**config.mk**
```make
export PLATFORM = sky130hd
export DESIGN_NAME = graph_reachability_dfs
export DESIGN_NICKNAME = d
export VERILOG_FILES = /design/src/hdl/grd_pkg.sv /design/src/hdl/grd_ram.sv /design/src/hdl/grd_pick.sv /design/src/hdl/graph_reachability_dfs.sv
export SDC_FILE = /design/constraint.sdc
export NUM_CORES = 1
export LEC_CHECK = 0
export BUFFER_PORTS_ARGS = -buffer_cell sky130_fd_sc_hd__buf_4
export CORE_AREA = 2 2 482 389
export CTS_BUF_LIST = sky130_fd_sc_hd__clkbuf_8
export DETAILED_ROUTE_END_ITERATION = 8
export DIE_AREA = 0 0 484 391
export PLACE_DENSITY_LB_ADDON = 0.3
export SYNTH_ARGS = -nofsm -noshare
export SYNTH_HDL_FRONTEND = slang
export SYNTH_HIERARCHICAL = 1
export SYNTH_SLANG_ARGS = --single-unit
export TNS_END_PERCENT = 100
```
**constraint.sdc**
```tcl
create_clock -name clk -period 8.6 [get_ports clk]
set_clock_uncertainty 0.2 [all_clocks]
set_input_delay 1.72 -clock clk [delete_from_list [all_inputs] [get_ports clk]]
set_output_delay 1.72 -clock clk [all_outputs]
set_load 0.02 [all_outputs]
```
**src/hdl/grd_pkg.sv**
```systemverilog
// ----------------------------------------------------------------------------
// grd_pkg: shared definitions for the graph reachability block
// action codes, field widths and register defaults
// ----------------------------------------------------------------------------
package grd_pkg;

  // default vertex capacity, range 2 to 64
  localparam int unsigned NODES_DEF = 32;

  // fixed field widths
  localparam int unsigned ACT_W  = 2;
  localparam int unsigned VID_W  = 5;
  localparam int unsigned VCNT_W = 6;
  // count width, holds any count up to the largest capacity of 64
  localparam int unsigned CNT_W  = 7;

  localparam logic [VCNT_W-1:0] VCNT_RST = 6'd32;

  typedef logic [ACT_W-1:0] action_t;

  localparam action_t ACT_ADD   = 2'd0;
  localparam action_t ACT_QUERY = 2'd1;
  localparam action_t ACT_CLEAR = 2'd2;
  localparam action_t ACT_NONE  = 2'd3;

endpackage

```
**src/hdl/grd_ram.sv**
```systemverilog
// ----------------------------------------------------------------------------
// grd_ram: generic simple dual-port ram
// one write port, one read port, registered read data held between reads
// ----------------------------------------------------------------------------
module grd_ram #(
  parameter int unsigned WIDTH = 8,
  parameter int unsigned DEPTH = 32
) (
  input  logic                     clk,
  input  logic                     we,
  input  logic [$clog2(DEPTH)-1:0] waddr,
  input  logic [WIDTH-1:0]         wdata,
  input  logic                     re,
  input  logic [$clog2(DEPTH)-1:0] raddr,
  output logic [WIDTH-1:0]         rdata
);

  logic [WIDTH-1:0] mem_r [DEPTH];
  logic [WIDTH-1:0] rdata_r;

  always_ff @(posedge clk) begin
    if (we) begin
      mem_r[waddr] <= wdata;
    end
    if (re) begin
      rdata_r <= mem_r[raddr];
    end
  end

  assign rdata = rdata_r;

endmodule

```
**src/hdl/grd_pick.sv**
```systemverilog
// ----------------------------------------------------------------------------
// grd_pick: neighbor pick unit
// finds the lowest set bit of the candidate vector
// ----------------------------------------------------------------------------
module grd_pick
  import grd_pkg::*;
#(
  parameter int unsigned NODES = NODES_DEF
) (
  input  logic [NODES-1:0]         cand,
  output logic                     found,
  output logic [$clog2(NODES)-1:0] idx
);

  localparam int unsigned VW = $clog2(NODES);

  always_comb begin
    found = |cand;
    idx   = '0;
    for (int j = NODES - 1; j >= 0; j--) begin
      if (cand[j]) begin
        idx = VW'(j);
      end
    end
  end

endmodule

```
**src/hdl/graph_reachability_dfs.sv**
```systemverilog
// ----------------------------------------------------------------------------
// graph_reachability_dfs: graph store with depth-first reachability search
// adjacency bit matrix in ram, explicit search stack in ram, one shared
// neighbor pick unit stepped by a small sequencer
// ----------------------------------------------------------------------------
//
//  channel | dir | handshake             | payload
//  --------+-----+-----------------------+----------------------------------
//  in_     | in  | in_tvalid / in_tready | tuser: action; tdata: ids, one_way
//  out_    | out | out_tvalid/out_tready | tdata: reachable; tuser: status
//  cfg_    | in  | cfg_valid / cfg_ready | cfg_data: vertex_count
//
//  one word at a time; in_tready is high only while the sequencer is idle
//  clear, rejected and unused actions go straight to the result state; an add
//  reads, merges, writes back the first row, then the second unless one_way;
//  a query pops each vertex, checks the target and pushes unvisited neighbors
//  reset clears all edges at once through per-row valid bits, no sweep
//  a result waiting on out_tready holds the sequencer in its result state
// ----------------------------------------------------------------------------
module graph_reachability_dfs
  import grd_pkg::*;
#(
  parameter int unsigned NODES = NODES_DEF
) (
  input  logic              clk,
  input  logic              rst_n,
  // input words
  input  logic              in_tvalid,
  output logic              in_tready,
  input  logic [15:0]       in_tdata,   // first_vertex[4:0], second_vertex[9:5],
                                        // one_way[10], zero fill
  input  logic [1:0]        in_tuser,   // action[1:0]
  // result words
  output logic              out_tvalid,
  input  logic              out_tready,
  output logic [7:0]        out_tdata,  // reachable[0], zero fill
  output logic [0:0]        out_tuser,  // status[0]
  // configuration
  input  logic              cfg_valid,
  output logic              cfg_ready,
  input  logic [VCNT_W-1:0] cfg_data    // vertex_count
);

  localparam int unsigned VW = $clog2(NODES);
  localparam logic [NODES-1:0] ONE = NODES'(1);

  // sequencer states
  localparam logic [3:0] S_IDLE   = 4'd0;
  localparam logic [3:0] S_ADD_RA = 4'd1;  // read row of first vertex
  localparam logic [3:0] S_ADD_WA = 4'd2;  // merge edge bit, write back
  localparam logic [3:0] S_ADD_RB = 4'd3;  // read row of second vertex
  localparam logic [3:0] S_ADD_WB = 4'd4;  // merge reverse edge bit
  localparam logic [3:0] S_Q_INIT = 4'd5;  // push start vertex
  localparam logic [3:0] S_Q_POP  = 4'd6;  // pop top of stack
  localparam logic [3:0] S_Q_ROW  = 4'd7;  // compare with target, fetch row
  localparam logic [3:0] S_Q_SCAN = 4'd8;  // push unvisited neighbors
  localparam logic [3:0] S_RESP   = 4'd9;  // hand result to output register

  logic [3:0]        state_r, state_nxt;
  logic [VCNT_W-1:0] vcnt_r;
  logic [NODES-1:0]  row_vld_r, row_vld_nxt;
  logic [NODES-1:0]  visited_r, visited_nxt;
  logic [VW:0]       sp_r, sp_nxt;
  logic              cur_vld_r, cur_vld_nxt;
  logic [VW-1:0]     a_r, a_nxt;
  logic [VW-1:0]     b_r, b_nxt;
  logic              one_way_r, one_way_nxt;
  logic              reach_r, reach_nxt;
  logic              status_r, status_nxt;
  logic              out_valid_r, out_valid_nxt;
  logic              out_reach_r, out_reach_nxt;
  logic              out_status_r, out_status_nxt;

  // ram ports
  logic              row_we, row_re;
  logic [VW-1:0]     row_waddr, row_raddr;
  logic [NODES-1:0]  row_wdata, row_rdata;
  logic              stk_we, stk_re;
  logic [VW-1:0]     stk_waddr, stk_raddr;
  logic [VW-1:0]     stk_wdata, stk_rdata;

  // pick unit
  logic [NODES-1:0]  cand;
  logic              pick_found;
  logic [VW-1:0]     pick_idx;

  // effective count and id checks
  logic [CNT_W-1:0]  n_eff;
  logic [NODES-1:0]  id_mask;
  logic              in_acc;
  logic              bad_id;
  action_t           in_act;
  logic [VID_W-1:0]  in_first, in_second;

  assign in_act    = in_tuser;
  assign in_first  = in_tdata[4:0];
  assign in_second = in_tdata[9:5];

  // count saturates at the capacity
  assign n_eff = (CNT_W'(vcnt_r) > CNT_W'(NODES)) ? CNT_W'(NODES) : CNT_W'(vcnt_r);
  assign bad_id = (CNT_W'(in_first) >= n_eff) || (CNT_W'(in_second) >= n_eff);

  always_comb begin
    for (int j = 0; j < NODES; j++) begin
      id_mask[j] = CNT_W'(j) < n_eff;
    end
  end

  assign in_tready = (state_r == S_IDLE);
  assign in_acc    = in_tvalid && in_tready;
  assign cfg_ready = 1'b1;

  // rows never written since the last clear read as empty
  assign cand = (cur_vld_r ? row_rdata : '0) & ~visited_r & id_mask;

  grd_pick #(.NODES(NODES)) u_pick (
    .cand  (cand),
    .found (pick_found),
    .idx   (pick_idx)
  );

  grd_ram #(.WIDTH(NODES), .DEPTH(NODES)) u_adj_ram (
    .clk   (clk),
    .we    (row_we),
    .waddr (row_waddr),
    .wdata (row_wdata),
    .re    (row_re),
    .raddr (row_raddr),
    .rdata (row_rdata)
  );

  grd_ram #(.WIDTH(VW), .DEPTH(NODES)) u_stack_ram (
    .clk   (clk),
    .we    (stk_we),
    .waddr (stk_waddr),
    .wdata (stk_wdata),
    .re    (stk_re),
    .raddr (stk_raddr),
    .rdata (stk_rdata)
  );

  always_comb begin
    state_nxt      = state_r;
    row_vld_nxt    = row_vld_r;
    visited_nxt    = visited_r;
    sp_nxt         = sp_r;
    cur_vld_nxt    = cur_vld_r;
    a_nxt          = a_r;
    b_nxt          = b_r;
    one_way_nxt    = one_way_r;
    reach_nxt      = reach_r;
    status_nxt     = status_r;
    out_reach_nxt  = out_reach_r;
    out_status_nxt = out_status_r;
    out_valid_nxt  = out_valid_r && !out_tready;
    row_we         = 1'b0;
    row_re         = 1'b0;
    row_waddr      = a_r;
    row_raddr      = a_r;
    row_wdata      = '0;
    stk_we         = 1'b0;
    stk_re         = 1'b0;
    stk_waddr      = sp_r[VW-1:0];
    stk_raddr      = sp_r[VW-1:0] - VW'(1);
    stk_wdata      = pick_idx;

    unique case (state_r)
      S_IDLE: begin
        if (in_acc) begin
          a_nxt       = VW'(in_first);
          b_nxt       = VW'(in_second);
          one_way_nxt = in_tdata[10];
          reach_nxt   = 1'b0;
          status_nxt  = 1'b0;
          state_nxt   = S_RESP;
          unique case (in_act)
            ACT_ADD: begin
              status_nxt = bad_id;
              if (!bad_id) begin
                state_nxt = S_ADD_RA;
              end
            end
            ACT_QUERY: begin
              status_nxt = bad_id;
              if (!bad_id) begin
                state_nxt = S_Q_INIT;
              end
            end
            ACT_CLEAR: begin
              row_vld_nxt = '0;
            end
            default: begin
              // unused code, nothing changes
            end
          endcase
        end
      end
      S_ADD_RA: begin
        row_re    = 1'b1;
        row_raddr = a_r;
        state_nxt = S_ADD_WA;
      end
      S_ADD_WA: begin
        row_we         = 1'b1;
        row_waddr      = a_r;
        row_wdata      = (row_vld_r[a_r] ? row_rdata : '0) | (ONE << b_r);
        row_vld_nxt[a_r] = 1'b1;
        state_nxt      = one_way_r ? S_RESP : S_ADD_RB;
      end
      S_ADD_RB: begin
        row_re    = 1'b1;
        row_raddr = b_r;
        state_nxt = S_ADD_WB;
      end
      S_ADD_WB: begin
        row_we         = 1'b1;
        row_waddr      = b_r;
        row_wdata      = (row_vld_r[b_r] ? row_rdata : '0) | (ONE << a_r);
        row_vld_nxt[b_r] = 1'b1;
        state_nxt      = S_RESP;
      end
      S_Q_INIT: begin
        stk_we      = 1'b1;
        stk_waddr   = '0;
        stk_wdata   = a_r;
        visited_nxt = ONE << a_r;
        sp_nxt      = (VW+1)'(1);
        state_nxt   = S_Q_POP;
      end
      S_Q_POP: begin
        if (sp_r == '0) begin
          state_nxt = S_RESP;
        end else begin
          stk_re    = 1'b1;
          sp_nxt    = sp_r - (VW+1)'(1);
          state_nxt = S_Q_ROW;
        end
      end
      S_Q_ROW: begin
        if (stk_rdata == b_r) begin
          reach_nxt = 1'b1;
          state_nxt = S_RESP;
        end else begin
          row_re      = 1'b1;
          row_raddr   = stk_rdata;
          cur_vld_nxt = row_vld_r[stk_rdata];
          state_nxt   = S_Q_SCAN;
        end
      end
      S_Q_SCAN: begin
        // one neighbor pushed per cycle, each vertex at most once
        if (pick_found) begin
          stk_we      = 1'b1;
          visited_nxt = visited_r | (ONE << pick_idx);
          sp_nxt      = sp_r + (VW+1)'(1);
        end else begin
          state_nxt = S_Q_POP;
        end
      end
      S_RESP: begin
        if (!out_valid_r || out_tready) begin
          out_valid_nxt  = 1'b1;
          out_reach_nxt  = reach_r;
          out_status_nxt = status_r;
          state_nxt      = S_IDLE;
        end
      end
      default: begin
        state_nxt = S_IDLE;
      end
    endcase
  end

  // control state
  always_ff @(posedge clk) begin
    if (!rst_n) begin
      state_r     <= S_IDLE;
      row_vld_r   <= '0;
      out_valid_r <= 1'b0;
      vcnt_r      <= VCNT_RST;
    end else begin
      state_r     <= state_nxt;
      row_vld_r   <= row_vld_nxt;
      out_valid_r <= out_valid_nxt;
      if (cfg_valid && cfg_ready) begin
        vcnt_r <= cfg_data;
      end
    end
  end

  // search and payload registers
  always_ff @(posedge clk) begin
    visited_r    <= visited_nxt;
    sp_r         <= sp_nxt;
    cur_vld_r    <= cur_vld_nxt;
    a_r          <= a_nxt;
    b_r          <= b_nxt;
    one_way_r    <= one_way_nxt;
    reach_r      <= reach_nxt;
    status_r     <= status_nxt;
    out_reach_r  <= out_reach_nxt;
    out_status_r <= out_status_nxt;
  end

  assign out_tvalid = out_valid_r;
  assign out_tdata  = {7'd0, out_reach_r};
  assign out_tuser  = out_status_r;

endmodule

```
==> flow_metrics.py, run 1 <==
metrics = {
    "clocking": {
        "clock_latency_ps": 930,
        "root_buffer": "clkbuf_8",
        "cts_sinks": 1318,
        "cts_buffers": 193,
        "clk_path_buf_depth": 3,
        "clkTransAtPathRegs_ps": 70,
        "htree_levels": 4,
        "postCtsSetupBuffers": 0,
        "holdBufCountCts": 0,
        "cts_tree": "yes",
        "cts-resized-gates": 0,
    },
    "logic_synthesis": {
        "synth_commonest_cells": "1,275 x edfxtp_1, 547 x mux2i_1, 180 x a21oi_1",
        "synth_top_area_share_pct": 69.6,
        "synth_seq_area_share_pct": 71.1,
        "yosys.area.top_type": "edfxtp_1",
        "synthFlopType": "edfxtp_1",
        "netlist_area_um2": 55000,
        "synth_cells": 3509,
        "synthTopCellsByArea": "edfxtp_1 70%, mux2i_1 10%, mux4_2 2.5%, a21oi_1 1.6%, dfxtp_1 1.6%",
        "ys_async_sr_fraction_pct": 0,
        "yosysWarnings": 6,
        "yosysMostFrequentCell": "edfxtp_1",
        "synth-seq-cells": 1318,
        "synth_cell_types": 69,
        "syn_avg_cell_area_um2": 15.7,
        "synth_edf_count": 1275,
    },
    "die": {
        "ioPinCount": 41,
        "rows": 142,
        "initial_core_util_pct": 29.7,
        "fp.dieArea_um2": 189000,
        "core_region_area_um2": 185000,
        "die_h_um": 391,
        "dieWidth_um": 484,
    },
    "cells_and_area": {
        "syn2layout_area_growth_pct": 12.3,
        "fillers": 18006,
        "drive_gt1_share_pct": 14.2,
        "final_area_um2": 61800,
        "nets": 3654,
    },
    "drt": {
        "routed_via_density": 5.16,
        "routedWlPerCell_um": 24.9,
        "route.detailed.drc": 0,
        "vias": 32102,
        "first_iter_violations": 4086,
        "first_pass_iters": 6,
        "drt_wl_total_um": 155000,
        "ant_nets": 0,
    },
    "placed_design": {
        "place_area_um2": 58300,
        "port_buffers": 27,
        "place_congestion": 0.932,
        "dp_hpwl_um": 87400,
    },
    "setup_path": {
        "critPathKind": "flip-flop to flip-flop",
        "crit_fanout": 74,
        "start_kind": "flip-flop",
        "cp.required_ps": 8910,
        "crit_path_end_kind": "flip-flop",
        "crit_arrival_ps": 5780,
    },
    "power_and_ir_drop": {
        "p_leak_nw": 20.7,
        "p_per_area_nw_per_um2": 277,
        "irDropWorstVdd_mv": 0.249,
    },
    "global_route": {
        "grt_start_max_net_pins": 122,
        "grt_use_total_pct": 16.0,
        "antenna_found_initial": 6,
        "grt-ovfl-total": 0,
        "grt_pass1_vias": 30864,
        "grt_pass1_wl_um": 222000,
    },
    "flow_run": {
        "max_cap_viol_count": 1,
    },
    "sta": {
        "timing.hold.ws_ps": 218,
        "tightest_slew_ps": 1480,
        "finalSetupViolCount": 0,
        "min_period_over_period_pct": 63.5,
        "hold_viol": 0,
        "min_period_ps": 5470,
        "slew_violations": 0,
        "relSlewSlack_pct": 0.272,
        "setup_tns_ps": 0,
        "max_freq_mhz": 183,
        "rsz0062_at_grt": "false",
    },
    "run_status": {
        "status": "finished, violations left",
        "violations": "max-capacitance violations",
    },
    "worst_hold_path": {
        "hold_path.class": "flip-flop to flip-flop",
    },
}
## per-layer routing
metal	global-route usage, %	wire length, um	up-vias
li1	-	-	14043
met1	24.6	74900	16470
met2	22.2	64200	1347
met3	3.34	12400	242
met4	4.93	3390	0
met5	0	0	-
## kinds of logic after synthesis
kind of cell | Yosys count | share of synthesized area, %
AO/OA/AOI/OAI | 620 | 7.35
XOR/XNOR | 13 | 0.207
adder cells (fa/ha/maj) | 16 | 0.377
buffers and inverters | 272 | 2.57
flip-flops | 1318 | 71.1
multiplexers | 620 | 12.7
other | 2 | 0.0136
AND/OR/NAND/NOR | 648 | 5.62
## through the flow
stage	worst slack [ps]	power (mW)	std cells	util (%)
finish	3130	17.1	6216	33.4
global route	2990	17.8	6215	33.4
CTS	3410	17.2	6212	33.4
detailed placement	3460	12.5	5861	31.5
global placement	3440	12.4	5861	31.5
floorplan	4470	11.0	3515	-
## final cells by class
cell class | count | area [um^2] | area share [%]
sequential | 1318 | 39100 | 63.3
antenna | 3 | 7.51 | 0.0121
clock inverter | 152 | 746 | 1.21
timing repair buffer | 115 | 946 | 1.53
clock buffer | 199 | 2740 | 4.43
multi-input combinational | 1925 | 14900 | 24.2
tap | 2448 | 3060 | 4.96
inverter | 56 | 210 | 0.340
## sequential cells by signal, summed over array words and instances, names as in the netlist, 4 cells and up
name / count
a_r: 5
b_r: 5
row_vld_r: 32
sp_r: 6
state_r: 4
u_adj_ram/mem_r: 1024
u_adj_ram/rdata: 32
u_stack_ram/mem_r: 160
u_stack_ram/rdata: 5
vcnt_r: 6
visited_r: 32
## path summary, 6_finish.rpt
check	startpoint	cells after the start	to	slack [ps]
hold reg to reg	status_r$_SDFFCE_PP0P_	0	out_tuser$_DFFE_PP_	220
setup reg to reg	state_r[3]$_SDFFE_PN0P_	6	u_adj_ram/mem_r[24][19]$_DFFE_PP_	3130
setup / recovery	state_r[3]$_SDFFE_PN0P_	6	u_adj_ram/mem_r[24][19]$_DFFE_PP_	3130
hold / removal	status_r$_SDFFCE_PP0P_	0	out_tuser$_DFFE_PP_	220
## critical path: stages (launching register included)
cell and delay (ps):
dfxtp_1 870, nor3_2 80, buf_4 390, o21ai_0 1240
nand3b_1 880, nor2_4 720, buf_4 570
## where the power goes
part	internal, mW	leakage (nW)	switching, mW
Clock	2.22	1.99	2.48
Sequential	7.71	11.8	0.248
Combinational	1.40	6.92	3.04
## cells in the final DEF (no fill, tap or decap), types with 43 or more instances in the layout
cell / netlist / layout
a21oi_1: 180 / 179
a22o_1: 64 / 64
a22oi_1: 104 / 104
a31oi_1: 64 / 64
buf_4: 43 / 108
clkbuf_8: 0 / 199
clkinv_1: 0 / 60
dfxtp_1: 43 / 43
edfxtp_1: 1275 / 1275
inv_1: 56 / 114
mux2i_1: 547 / 547
mux4_2: 62 / 62
nand2_1: 169 / 167
nand3_1: 107 / 107
nor2_1: 164 / 131
nor3_1: 65 / 64
o22ai_1: 72 / 72
Power figures use the tool's default switching activity.
==> run 2: changes to the inputs <==
==> constraint.sdc (replaced) <==
create_clock -name clk -period 4.8 [get_ports clk]
set_clock_uncertainty 0.2 [all_clocks]
set_input_delay 0.96 -clock clk [delete_from_list [all_inputs] [get_ports clk]]
set_output_delay 0.96 -clock clk [all_outputs]
set_load 0.02 [all_outputs]
==> run 2 against run 1 <==
The run now ends clean. Non-clock buffer count up 181. Fmax increased by 25%. Die area unchanged. First-iteration DRC count shrank 7.0%. Sequential share of layout area fell by 2.1 points. Cell area increased by 3.4%. Largest cell class unchanged.
==> flow_metrics.py, run 2 (synthesis gave the netlist of run 1 again) <==
metrics = {
    "run_status": {
        "status": "complete, no violations",
    },
    "clocking": {
        "clk_path_buf_depth": 3,
        "cts_tree": "yes",
        "clkTransAtPathRegs_ps": 60,
        "clock_latency_ps": 920,
        "htree_levels": 4,
        "cts_buffers": 196,
        "root_buffer": "clkbuf_8",
        "cts-resized-gates": 0,
        "cts_sinks": 1318,
    },
    "global_route": {
        "antenna_found_initial": 2,
        "grt_pass1_vias": 32017,
        "grt_pass1_wl_um": 229000,
        "grt-ovfl-total": 0,
        "grt_start_max_net_pins": 69,
        "grt_use_total_pct": 16.5,
    },
    "drt": {
        "routed_via_density": 5.11,
        "vias": 32687,
        "first_pass_iters": 5,
        "first_iter_violations": 3798,
        "route.detailed.drc": 0,
        "drt_wl_total_um": 159000,
        "ant_nets": 0,
        "routedWlPerCell_um": 24.8,
    },
    "setup_path": {
        "rr_endpoint": "u_stack_ram/mem_r[27][1]$_DFFE_PP_",
        "r2r_slack_ps": 420,
        "r2r_cells": 9,
        "crit_arrival_ps": 4800,
        "reg2reg_from": "vcnt_r[5]$_SDFFE_PN1P_",
        "crit_fanout": 32,
        "cp.required_ps": 5220,
        "crit_path_end_kind": "flip-flop",
        "critPathKind": "flip-flop to flip-flop",
        "start_kind": "flip-flop",
    },
    "power_and_ir_drop": {
        "p_leak_nw": 21.9,
        "finalPower_mw": 31.6,
        "irDropWorstVdd_mv": 0.323,
        "p_per_area_nw_per_um2": 494,
    },
    "flow_run": {
        "max_cap_viol_count": 0,
    },
    "cells_and_area": {
        "nets": 3838,
        "largest_reg_flops": 1024,
        "seq_area_um2": 39100,
        "largest_register": "u_adj_ram/mem_r",
        "top_regs": "u_adj_ram/mem_r (1024), u_stack_ram/mem_r (160)",
        "drive_gt1_share_pct": 18.1,
        "fillers": 17802,
        "final_common_cell": "edfxtp_1",
        "syn2layout_area_growth_pct": 16.2,
        "mostFrequentLayoutCells": "1,275 x edfxtp_1, 547 x mux2i_1, 229 x buf_4",
        "multi_input_area_um2": 14900,
        "fin_util_pct": 34.5,
    },
    "placed_design": {
        "place_ws_ps": 521,
        "port_buffers": 27,
        "place_congestion": 0.936,
        "dp_hpwl_um": 96300,
    },
    "worst_hold_path": {
        "whs_path_depth": 3,
        "hold_end": "vcnt_r[3]$_SDFFE_PN0P_",
        "hold_path.class": "input pin to flip-flop",
        "min_from": "cfg_data[3]",
    },
    "sta": {
        "worst_slack_ps": 418,
        "slew_violations": 0,
        "rsz0062_at_grt": "false",
        "finalSetupViolCount": 0,
        "min_period_ps": 4380,
        "setup_tns_ps": 0,
        "relSlewSlack_pct": 18.2,
        "hold_viol": 0,
        "max_freq_mhz": 228,
        "min_period_over_period_pct": 91.3,
        "tightest_slew_ps": 1230,
    },
    "die": {
        "core_region_area_um2": 185000,
        "rows": 142,
        "initial_core_util_pct": 29.7,
        "ioPinCount": 41,
        "die_h_um": 391,
        "fp.dieArea_um2": 189000,
        "dieWidth_um": 484,
    },
}
-- run 2: cell count changes in the layout (fill, tap and decap cells not counted), sizes merged --
cell         delta
inv             +2
clkbuf          +7
clkinvlp        -2
dlygate4sd3    +13
clkinv         -10
diode           +3
bufinv          +1
buf           +168
-- run 2: worst max path at each step --
stage	from	end	cells after the start
5_1_grt	vcnt_r[5]$_SDFFE_PN1P_	u_stack_ram/mem_r[23][4]$_DFFE_PP_	12
3_5_place_dp	b_r[3]$_DFFE_PP_	u_adj_ram/rdata[21]$_DFFE_PP_	12
4_1_cts	b_r[3]$_DFFE_PP_	u_adj_ram/rdata[21]$_DFFE_PP_	12
3_3_place_gp	b_r[3]$_DFFE_PP_	u_adj_ram/rdata[21]$_DFFE_PP_	12
2_1_floorplan	state_r[1]$_SDFFE_PN0P_	u_adj_ram/mem_r[28][0]$_DFFE_PP_	9
6_report	vcnt_r[5]$_SDFFE_PN1P_	u_stack_ram/mem_r[27][1]$_DFFE_PP_	9
-- run 2: through the flow --
| step | instance area [um^2] | instances | hold WS (ps) |
|---|---|---|---|
| after floorplan | 55000 | 3515 | 200 |
| after global placement | 60200 | 6030 | 204 |
| after detailed placement | 60200 | 6030 | 222 |
| after CTS | 63900 | 6392 | 10.5 |
| after global routing | 63900 | 6397 | 74.9 |
| final | 63900 | 6398 | 108 |
-- run 2: timing repair --
item / in CTS / in global routing
buffers inserted: 0 / 0
hold buffers: 13 / 0
endpoints found under the setup margin: 0 / 0
endpoints found under the hold margin: 12 / 0
-- run 2: final cells by class --
type / instances / area share (%)
Antenna cell: 6 / 0.0235
Clock buffer: 206 / 4.44
Clock inverter: 143 / 1.21
Inverter: 56 / 0.329
Multi-Input combinational cell: 1925 / 23.4
Sequential cell: 1318 / 61.3
Tap cell: 2448 / 4.79
Timing Repair Buffer: 296 / 4.58
-- run 2: where the power goes --
group	total (mW)	internal [mW]	switching, mW
registers	14.1	13.8	0.298
clock network	8.66	4.16	4.50
logic	8.81	3.04	5.77
total	31.6	21.0	10.6
-- run 2: critical path, stage by stage (launching register included) --
cell	delay [ps]
dfxtp_1	470
nor2b_1	490
buf_4	210
nand2_1	100
a211oi_1	630
o31ai_1	250
or4_1	540
nor3_2	130
a21o_1	380
mux2_2	660
-- run 2: routing by layer --
layer	global-route usage (%)	routed length, um	vias up
met5	0	0	-
met4	4.80	3330	0
met3	2.83	10400	224
met2	23.7	67400	1169
met1	25.2	77700	16877
li1	-	-	14417
